**config.mk**
```make
export PLATFORM = sky130hd
export DESIGN_NAME = ldsh_fifo
export DESIGN_NICKNAME = d
export VERILOG_FILES = /design/src/hw/rtl/ldsh_pkg.sv /design/src/hw/rtl/ldsh_fifo.sv
export SDC_FILE = /design/constraint.sdc
export NUM_CORES = 1
export LEC_CHECK = 0
export ABC_AREA = 1
export BUFFER_PORTS_ARGS = -buffer_cell sky130_fd_sc_hd__buf_2
export CORE_UTILIZATION = 45
export DETAILED_ROUTE_END_ITERATION = 6
export PLACE_DENSITY = 0.7
export RECOVER_POWER = 25
export SYNTH_ARGS = -nofsm -noshare
export SYNTH_HDL_FRONTEND = slang
export SYNTH_SLANG_ARGS = --single-unit
```
**constraint.sdc**
```tcl
create_clock -name i_clk -period 4.5 [get_ports i_clk]
set_input_delay 0.9 -clock i_clk [delete_from_list [all_inputs] [get_ports i_clk]]
set_output_delay 0.9 -clock i_clk [all_outputs]
set_load 0.01 [all_outputs]
```
**src/hw/rtl/ldsh_pkg.sv**
```systemverilog
// Package for the Laplacian detail sharpener: shared types, constants and
// register codes. No dependencies.
package ldsh_pkg;

    localparam int MAX_WIDTH_DEF = 2048;
    localparam int COL_BITS      = 13;
    localparam int ROW_BITS      = 13;
    localparam int SAMP_BITS     = 8;
    localparam int GAIN_BITS     = 12;
    localparam int CFG_DATA_BITS = 13;
    localparam int CFG_IDX_BITS  = 2;
    localparam int LAP_BITS      = 11;
    localparam int OUT_SHIFT     = 20;
    localparam logic [ROW_BITS-1:0] MAX_HEIGHT = 13'd4096;

    localparam logic [11:0] RST_FRAME_WIDTH  = 12'd2048;
    localparam logic [12:0] RST_FRAME_HEIGHT = 13'd1080;
    localparam logic [11:0] RST_GAIN         = 12'd256;

    typedef enum logic [CFG_IDX_BITS-1:0] {
        CFG_FRAME_WIDTH     = 2'd0,
        CFG_FRAME_HEIGHT    = 2'd1,
        CFG_DETAIL_BOOST    = 2'd2,
        CFG_REFINE_STRENGTH = 2'd3
    } t_cfg_idx;

    // One classified item handed from front to back.
    typedef struct packed {
        logic [SAMP_BITS-1:0] sample;
        logic [COL_BITS-1:0]  col_t;     // column of the incoming sample
        logic [COL_BITS-1:0]  col_c;     // column of the Laplacian center
        logic                 c_int;     // Laplacian center is interior
        logic                 emit;      // item releases a result
        logic                 p_int;     // released pixel is interior
        logic                 fend;      // released pixel closes the plane
        logic [GAIN_BITS-1:0] boost;
        logic [GAIN_BITS-1:0] strength;
    } t_item;

endpackage

```
**src/hw/rtl/ldsh_fifo.sv**
```systemverilog
// Two-entry queue between front and back end. Depends on ldsh_pkg.
module ldsh_fifo (
    input  logic            i_clk,
    input  logic            i_rst_n,
    input  logic            i_push,
    input  ldsh_pkg::t_item i_item,
    output logic            o_full,
    input  logic            i_pop,
    output logic            o_empty,
    output ldsh_pkg::t_item o_item
);

    ldsh_pkg::t_item r_mem [2];
    logic            r_wp, r_rp;
    logic [1:0]      r_cnt;

    assign o_full  = (r_cnt == 2'd2);
    assign o_empty = (r_cnt == 2'd0);
    assign o_item  = r_mem[r_rp];

    always_ff @(posedge i_clk) begin
        if (!i_rst_n) begin
            r_wp  <= 1'b0;
            r_rp  <= 1'b0;
            r_cnt <= 2'd0;
        end else begin
            if (i_push) begin
                r_wp <= !r_wp;
            end
            if (i_pop) begin
                r_rp <= !r_rp;
            end
            case ({i_push, i_pop})
                2'b10:   r_cnt <= r_cnt + 2'd1;
                2'b01:   r_cnt <= r_cnt - 2'd1;
                default: r_cnt <= r_cnt;
            endcase
        end
    end

    always_ff @(posedge i_clk) begin
        if (i_push) begin
            r_mem[r_wp] <= i_item;
        end
    end

endmodule

```
==> flow_summary_export.csv, run 1 <==
group,metric,value,unit
synth,ys_seq_elements,129,
power,ir_worst_vdd,0.000267,V
run_status,outcome,"complete, no violations",
floorplanning,die_height,107,µm
power,power_density,487,nW/µm²
sta,fin_skew,0.00762,ns
route,avgRoutedWirePerCell,15.1,µm
critical_path,rrSetupSlack,2.55,ns
route,ant_nets,0,
critical_path,path_max_fanout,29,
cts,cts-buffers-inserted,17,
cts,clock_latency,0.50,ns
grt,grt_max_degree,47,
power,p_sw_frac,0.213,
power,clkPwrFrac,0.457,
synth,syn_avg_cell_area,22.0,µm²
critical_path,worstPathCellList,"buf_4, mux2_4, buf_2",
synth,syn_inst,228,
route,via_per_inst,4.66,
grt,grt_pass1_vias,2524,
sta,fmax,328,MHz
floorplanning,core_area,10800,µm²
sta,layout_min_cycle_time,3.05,ns
critical_path,critPathTopFamily,"flip-flops",
cts,h-tree-depth,4,
floorplanning,start_util,0.462,
grt,grt.overflow.total,0,
cts,cts-root-buf,"clkbuf_8",
critical_path,cp.arrival,2.15,ns
cts,clk_path_buf_depth,2,
run,cap_violations,0,
synth,synth_top_area_cell,"edfxtp_1",
route,drt_iter0_drc,61,
sta,maxSlewViolCount,0,
sta,setup-violations-final,0,
floorplanning,die_area,11500,µm²
synth,yosys.area.top_type_share,0.744,
critical_path,cp_slowest_stage_delay,0.70,ns
placement,gp_congestion,0.680,
sta,fin_crit_sh,0.677,
power,p_sw,657,µW
grt,grt_pass1_wl,12000,µm
route,routed_wl,7970,µm
critical_path,cp-end-kind,"output pin",
critical_path,slowest_stage,"dfxtp_4",
layout,multi_input_area,1030,µm²
sta,hold_viol,0,
critical_path,crit_type,"flip-flop to output pin",
layout,seqCellArea,3830,µm²
critical_path,reg2reg_from,"r_wp$_SDFFE_PN0P_",
placement,io_buffer_count,129,
cts,cts_setup_buffers,0,
critical_path,cp.required,3.60,ns
floorplanning,die_w,107,µm
cts,clock_sinks,129,
sta,worstMarginPinSlew,1.00,ns
synth,synth.yosys.seq_area_share,0.764,
grt,antenna_found_initial,1,
floorplanning,rows,38,
route,dr.pass1.iters,4,
layout,final_layout_size_suffix_gt1_frac,0.553,
power,power.internal,2.43,mW
layout,fillers,844,
cts,clkTransAtPathRegs,0.06,ns
sta,slew_headroom,0.333,
power,comb_power_share,0.085,
synth,synth_warnings,0,
cts,cts_tree,"done",
worst_hold_path,hold_class,"flip-flop to flip-flop",
sta,finalSetupTns,0,ns
sta,rsz0062_at_grt,"no",
power,total_power,3.09,mW
synth,syn_area,5000,µm²
route,drcViolationCount,0,
placement,dp_hpwl,5210,µm
synth,yosys-top-cells-area,"edfxtp_1, mux2_4, buf_12, dfxtp_1, nor2_1",
critical_path,crit_path_start_kind,"flip-flop",
synth,synth_cell_types,13,
layout,final_nets,441,
synth,syn_nets,295,
floorplanning,io_pins,130,
power,p_leak,2.53,nW
layout,area_growth,26.7,%
route,num_vias,2462,
cts,cts_resized,0,
grt,grtUsageTotal,0.145,
power,p_seq_frac,0.458,
worst_hold_path,hp-start,"r_rp$_SDFFE_PN0P_",
cts,ctsHoldBuffers,0,
critical_path,cp_num_buf_inv,2,
[area by class of cell]
class	instances	share of cell area
multi-input combinational	86	0.163
timing repair buffer	134	0.104
clock inverter	15	0.0323
clock buffer	17	0.0653
sequential	129	0.603
antenna	1	0.000394
tap	140	0.0276
inverter	6	0.00355
[Yosys cell counts]
cell type  count
nand4_1        1
mux2_2         2
buf_6          1
inv_1          6
edfxtp_1     124
nor2_1        12
buf_12         6
a21oi_1        1
o21ai_0        1
nand2_1        8
ha_1           1
dfxtp_1        5
mux2_4        60
[metal layers]
metal  wire length (µm)  global-route usage
met1               3390               0.178
met3                614              0.0539
met4                 87              0.0714
met2               3880               0.225
met5                  0                   0
[cell usage in the layout (no fill, tap or decap), drive strengths merged]
cell / instances
dfxtp: 5
inv: 10
diode: 1
ha: 1
edfxtp: 124
a21oi: 1
clkbuf: 33
nand4: 1
clkinv: 4
bufinv: 4
nor2: 12
buf: 118
o21ai: 1
mux2: 62
nand2: 8
clkinvlp: 3
[registers in the layout (all words and copies together), names as in the netlist, named ones only]
name / cells
r_mem: 124
r_rp: 1
r_wp: 1
r_cnt: 2
[cells by family after synthesis]
kind of cell / synth area share
simple gates: 0.0163
mux: 0.184
buf+inv: 0.0308
compound gates: 0.00200
flops: 0.764
fa+ha+maj: 0.00250
[tightest hold or removal path, delay by kind of cell, from the launching register on]
family / cells / cell delay, ns
DFF: 1 / 0.33
and+or+nand+nor: 2 / 0.15
[worst paths after layout]
kind,to,cells past startpoint
max,o_item[35],3
min,flip-flop,2
max reg2reg,r_mem[1][20]$_DFFE_PP_,3
min reg2reg,flip-flop,2
[through the flow]
step	hold WS [ns]	setup slack, ns	utilization	area, µm²	cells
after detailed placement	0.500	1.89	0.530	5740	495
after global routing	0.545	1.34	0.585	6340	527
final	0.508	1.45	0.585	6340	528
after CTS	0.517	1.39	0.587	6360	527
after global placement	0.478	1.94	0.530	5740	495
after floorplan	0.463	0.457	-	5000	228
[power groups by stage]
stage          Sequential (mW)  Clock, mW  Combinational, mW
2_1_floorplan             1.43          0              0.185
3_3_place_gp              1.44          0              0.263
3_5_place_dp              1.44          0              0.268
4_1_cts                   1.42       1.44              0.269
5_1_grt                   1.42       1.49              0.286
6_report                  1.42       1.41              0.263
No activity file was read; power rests on OpenSTA's default activity.
==> run 2: changes to the inputs <==
--- a/config.mk
+++ b/config.mk
@@ -9,7 +9,7 @@
 export BUFFER_PORTS_ARGS = -buffer_cell sky130_fd_sc_hd__buf_2
 export CORE_UTILIZATION = 45
 export DETAILED_ROUTE_END_ITERATION = 6
-export PLACE_DENSITY = 0.7
+export PLACE_DENSITY = 0.72
 export RECOVER_POWER = 25
 export SYNTH_ARGS = -nofsm -noshare
 export SYNTH_HDL_FRONTEND = slang
==> constraint.sdc (replaced) <==
create_clock -name i_clk -period 2.75 [get_ports i_clk]
set_input_delay 0.55 -clock i_clk [delete_from_list [all_inputs] [get_ports i_clk]]
set_output_delay 0.55 -clock i_clk [all_outputs]
set_load 0.01 [all_outputs]
==> flow_summary_export.csv, run 2 (synthesis gave the netlist of run 1 again) <==
group,metric,value,unit
critical_path,reg2reg_from,"r_wp$_SDFFE_PN0P_",
route,ant_nets,0,
worst_hold_path,hold_class,"input pin to flip-flop",
run,cap_violations,0,
layout,fin_area,6390,µm²
route,via_per_inst,4.78,
worst_hold_path,holdPathEnd,"r_mem[1][21]$_DFFE_PP_",
route,drt_iter0_drc,88,
sta,fin_crit_sh,0.851,
floorplanning,rows,38,
layout,layout_commonest_cell,"edfxtp_1",
sta,fin_skew,0.00630,ns
cts,cts_tree,"done",
sta,finalSetupTns,0,ns
floorplanning,start_util,0.462,
placement,dp_hpwl,4930,µm
sta,worstMarginPinSlew,0.480,ns
run_status,outcome,"complete, no violations",
cts,clock_latency,0.50,ns
layout,reg.largest.list,"r_mem x124, r_cnt x2",
power,power_density,799,nW/µm²
sta,setup-violations-final,0,
layout,multi_input_area,1030,µm²
critical_path,cp.arrival,1.79,ns
critical_path,reg2regPathDepth,3,
critical_path,cp.required,2.20,ns
cts,clock_sinks,129,
power,ir_worst_vdd,0.000524,V
layout,n_antenna_cell,0,
route,num_vias,2510,
layout,area_growth,27.6,%
cts,clkTransAtPathRegs,0.06,ns
route,routed_wl,8050,µm
layout,seqCellArea,3830,µm²
critical_path,path_max_fanout,62,
critical_path,cp_slowest_stage_delay,0.41,ns
placement,gp_congestion,0.624,
sta,layout_min_cycle_time,2.34,ns
sta,maxSlewViolCount,0,
cts,clk_path_buf_depth,2,
cts,cts-buffers-inserted,17,
placement,placed_cell_area,5770,µm²
floorplanning,die_area,11500,µm²
critical_path,critPathTopFamily,"buffers and inverters",
route,dr.pass1.iters,4,
worst_hold_path,hp-start,"i_item[21]",
cts,cts-root-buf,"clkbuf_8",
route,drcViolationCount,0,
cts,h-tree-depth,4,
critical_path,rr_endpoint,"r_mem[1][54]$_DFFE_PP_",
route,avgRoutedWirePerCell,15.3,µm
cts,ctsHoldBuffers,0,
sta,slew_headroom,0.680,
layout,final_cell_count_no_fill,525,
sta,hold_viol,0,
layout,top_register,"r_mem",
critical_path,slowest_stage,"buf_12",
critical_path,worstPathCellList,"buf_12, mux2_2, buf_2",
grt,grtUsageTotal,0.146,
sta,fmax,427,MHz
placement,dp.cells,493,
floorplanning,core_area,10800,µm²
worst_hold_path,whs_path_depth,1,
floorplanning,die_height,107,µm
floorplanning,io_pins,130,
critical_path,crit_path_start_kind,"flip-flop",
layout,final_layout_size_suffix_gt1_frac,0.569,
floorplanning,die_w,107,µm
sta,timing.hold.ws,0.232,ns
power,p_leak,2.56,nW
grt,grt_pass1_wl,12000,µm
cts,cts_resized,0,
critical_path,rrSetupSlack,1.46,ns
layout,final_nets,439,
layout,layout_common_cells,"edfxtp_1, buf_2, mux2_4",
grt,antenna_found_initial,0,
grt,grt_max_degree,63,
critical_path,cp_num_buf_inv,2,
grt,grt.overflow.total,0,
power,total_power,5.10,mW
layout,largest_reg_flops,124,
sta,rsz0062_at_grt,"no",
critical_path,crit_type,"flip-flop to output pin",
placement,io_buffer_count,129,
cts,cts_setup_buffers,0,
layout,fillers,838,
grt,grt_pass1_vias,2490,
critical_path,cp-end-kind,"output pin",
[run 2: cell types whose count changed in the layout (fill, tap and decap cells not counted), sizes merged]
cell,previous run,this run
clkbuf,33,25
buf,118,125
diode,1,0
inv,10,8
bufinv,4,5
[run 2: layer usage]
metal  GRT usage  part of all wire  up-vias
met5           0                 0        -
met2       0.253              0.53       95
met3      0.0545             0.062       10
li1            -                 -     1171
met1       0.158              0.40     1234
met4      0.0646             0.011        0
[run 2: layout make-up]
type | count | area share
Tap cell | 140 | 0.0274
Multi-Input combinational cell | 86 | 0.162
Clock buffer | 18 | 0.0654
Inverter | 6 | 0.00353
Timing Repair Buffer | 132 | 0.109
Sequential cell | 129 | 0.599
Clock inverter | 14 | 0.0331
[run 2: worst max path at each step]
stage | startpoint | to | cells past startpoint
final | flip-flop | o_item[50] | 3
after detailed placement | flip-flop | o_item[50] | 3
after global placement | flip-flop | o_item[55] | 3
after floorplan | i_push | r_mem[0][0]$_DFFE_PP_ | 2
after global routing | flip-flop | o_item[55] | 3
after CTS | flip-flop | o_item[50] | 3
[run 2: per-stage QoR]
| step | util | setup slack (ns) |
|---|---|---|
| after global placement | 0.532 | 0.921 |
| after global routing | 0.589 | 0.314 |
| after CTS | 0.590 | 0.357 |
| after detailed placement | 0.532 | 0.914 |
| after floorplan | - | 0.130 |
| final | 0.589 | 0.411 |
[run 2: power breakdown]
part | switching, mW | internal (mW) | leakage [nW]
Sequential | 0.0297 | 2.27 | 1.21
Clock | 0.785 | 1.56 | 0.297
Combinational | 0.219 | 0.234 | 1.06
==> run 3: changes to the inputs <==
--- a/config.mk
+++ b/config.mk
@@ -10,7 +10,6 @@
 export CORE_UTILIZATION = 45
 export DETAILED_ROUTE_END_ITERATION = 6
 export PLACE_DENSITY = 0.72
-export RECOVER_POWER = 25
 export SYNTH_ARGS = -nofsm -noshare
 export SYNTH_HDL_FRONTEND = slang
 export SYNTH_SLANG_ARGS = --single-unit
==> flow_summary_export.csv, run 3 (synthesis gave the netlist of run 1 again) <==
group,metric,value,unit
run_status,outcome,"complete, no violations",
power,p_sw_frac,0.202,
cts,cts-root-buf,"clkbuf_8",
power,power.internal,4.07,mW
grt,grt_pass1_wl,12000,µm
sta,finalSetupTns,0,ns
cts,cts_tree,"done",
route,drt_iter0_drc,89,
sta,worstMarginPinSlew,0.480,ns
route,avgRoutedWirePerCell,15.3,µm
worst_hold_path,hold_class,"input pin to flip-flop",
cts,clk_path_buf_depth,2,
power,ir_worst_vdd,0.000524,V
placement,gp_congestion,0.624,
grt,grt_max_degree,63,
layout,n_antenna_cell,0,
layout,final_nets,439,
sta,fmax,428,MHz
floorplanning,die_area,11500,µm²
sta,setup-violations-final,0,
critical_path,crit_path_start_kind,"flip-flop",
layout,fillers,837,
critical_path,cp-end-kind,"output pin",
cts,cts_resized,0,
critical_path,rr_endpoint,"r_mem[1][54]$_DFFE_PP_",
layout,area_growth,27.8,%
grt,grt.overflow.total,0,
sta,rsz0062_at_grt,"no",
layout,final_layout_size_suffix_gt1_frac,0.587,
power,p_seq_frac,0.451,
cts,ctsHoldBuffers,0,
route,drcViolationCount,0,
layout,largest_reg_flops,124,
layout,top_register,"r_mem",
cts,clkTransAtPathRegs,0.06,ns
sta,fin_skew,0.00580,ns
sta,fin_crit_sh,0.850,
floorplanning,start_util,0.462,
critical_path,crit_type,"flip-flop to output pin",
worst_hold_path,whs_path_depth,1,
cts,clock_sinks,129,
route,num_vias,2510,
cts,cts-buffers-inserted,17,
power,clkPwrFrac,0.460,
critical_path,path_max_fanout,62,
layout,layout_common_cells,"buf_2, edfxtp_1, mux2_4",
grt,grtUsageTotal,0.146,
critical_path,cp.required,2.20,ns
power,power_density,798,nW/µm²
placement,io_buffer_count,129,
route,via_per_inst,4.78,
sta,slew_headroom,0.680,
sta,layout_min_cycle_time,2.34,ns
critical_path,reg2regPathDepth,3,
placement,dp_hpwl,4930,µm
layout,layout_commonest_cell,"buf_2",
cts,h-tree-depth,4,
floorplanning,die_height,107,µm
floorplanning,io_pins,130,
layout,reg.largest.list,"r_mem x124, r_cnt x2",
route,dr.pass1.iters,4,
cts,clock_latency,0.50,ns
sta,timing.hold.ws,0.232,ns
run,cap_violations,0,
floorplanning,die_w,107,µm
power,p_leak,2.58,nW
floorplanning,rows,38,
route,routed_wl,8050,µm
sta,hold_viol,0,
route,ant_nets,0,
power,comb_power_share,0.089,
critical_path,reg2reg_from,"r_wp$_SDFFE_PN0P_",
grt,grt_pass1_vias,2490,
critical_path,cp-endpoint,"o_item[50]",
power,p_sw,1.03,mW
cts,cts_setup_buffers,0,
floorplanning,core_area,10800,µm²
sta,maxSlewViolCount,0,
grt,antenna_found_initial,0,
critical_path,rrSetupSlack,1.46,ns
critical_path,cp.arrival,1.79,ns
run 3: cell count changes in the layout (fill, tap and decap cells not counted):
cell	before	now
clkbuf_1	8	1
buf_2	122	129
run 3: worst min path at each step:
stage | to | slack, ns | startpoint
CTS | r_mem[0][27]$_DFFE_PP_ | 0.20 | i_item[27]
global route | r_mem[1][60]$_DFFE_PP_ | 0.19 | i_item[60]
detailed placement | flip-flop | 0.49 | r_rp$_SDFFE_PN0P_
global placement | r_rp$_SDFFE_PN0P_ | 0.48 | r_rp$_SDFFE_PN0P_
floorplan | flip-flop | 0.46 | r_rp$_SDFFE_PN0P_
finish | r_mem[1][21]$_DFFE_PP_ | 0.23 | i_item[21]
run 3: power groups by stage:
stage	registers (mW)	logic, mW	clock network [mW]
after floorplan	2.34	0.304	0
after global routing	2.31	0.490	2.49
after detailed placement	2.34	0.462	0
final	2.30	0.454	2.35
after CTS	2.30	0.463	2.40
after global placement	2.34	0.453	0
run 3: area by class of cell:
class | instances | area, µm² | area share
sequential | 129 | 3830 | 0.599
multi-input combinational | 86 | 1030 | 0.162
timing repair buffer | 132 | 706 | 0.110
clock buffer | 18 | 418 | 0.0653
clock inverter | 14 | 211 | 0.0331
tap | 140 | 175 | 0.0274
inverter | 6 | 22.5 | 0.00352
run 3: metrics by stage:
step	std cells	total power, mW	utilization	setup WS [ns]	instance area, µm²
floorplan	228	2.64	-	0.130	5010
global placement	493	2.79	0.532	0.921	5770
detailed placement	493	2.81	0.532	0.914	5770
CTS	525	5.17	0.590	0.357	6390
global route	525	5.29	0.590	0.314	6390
finish	525	5.10	0.590	0.411	6390
run 3: routing by layer:
| layer | vias up | global-route usage | wire length (µm) |
|---|---|---|---|
| met5 | - | 0 | 0 |
| met4 | 0 | 0.0646 | 87 |
| met3 | 10 | 0.0545 | 481 |
| met2 | 93 | 0.253 | 4260 |
| li1 | 1171 | - | - |
| met1 | 1236 | 0.158 | 3210 |
run 3: worst max-delay path: stages (launching register included):
cell	delay, ns
dfxtp_4	0.35
buf_12	0.41
mux2_2	0.39
buf_2	0.14
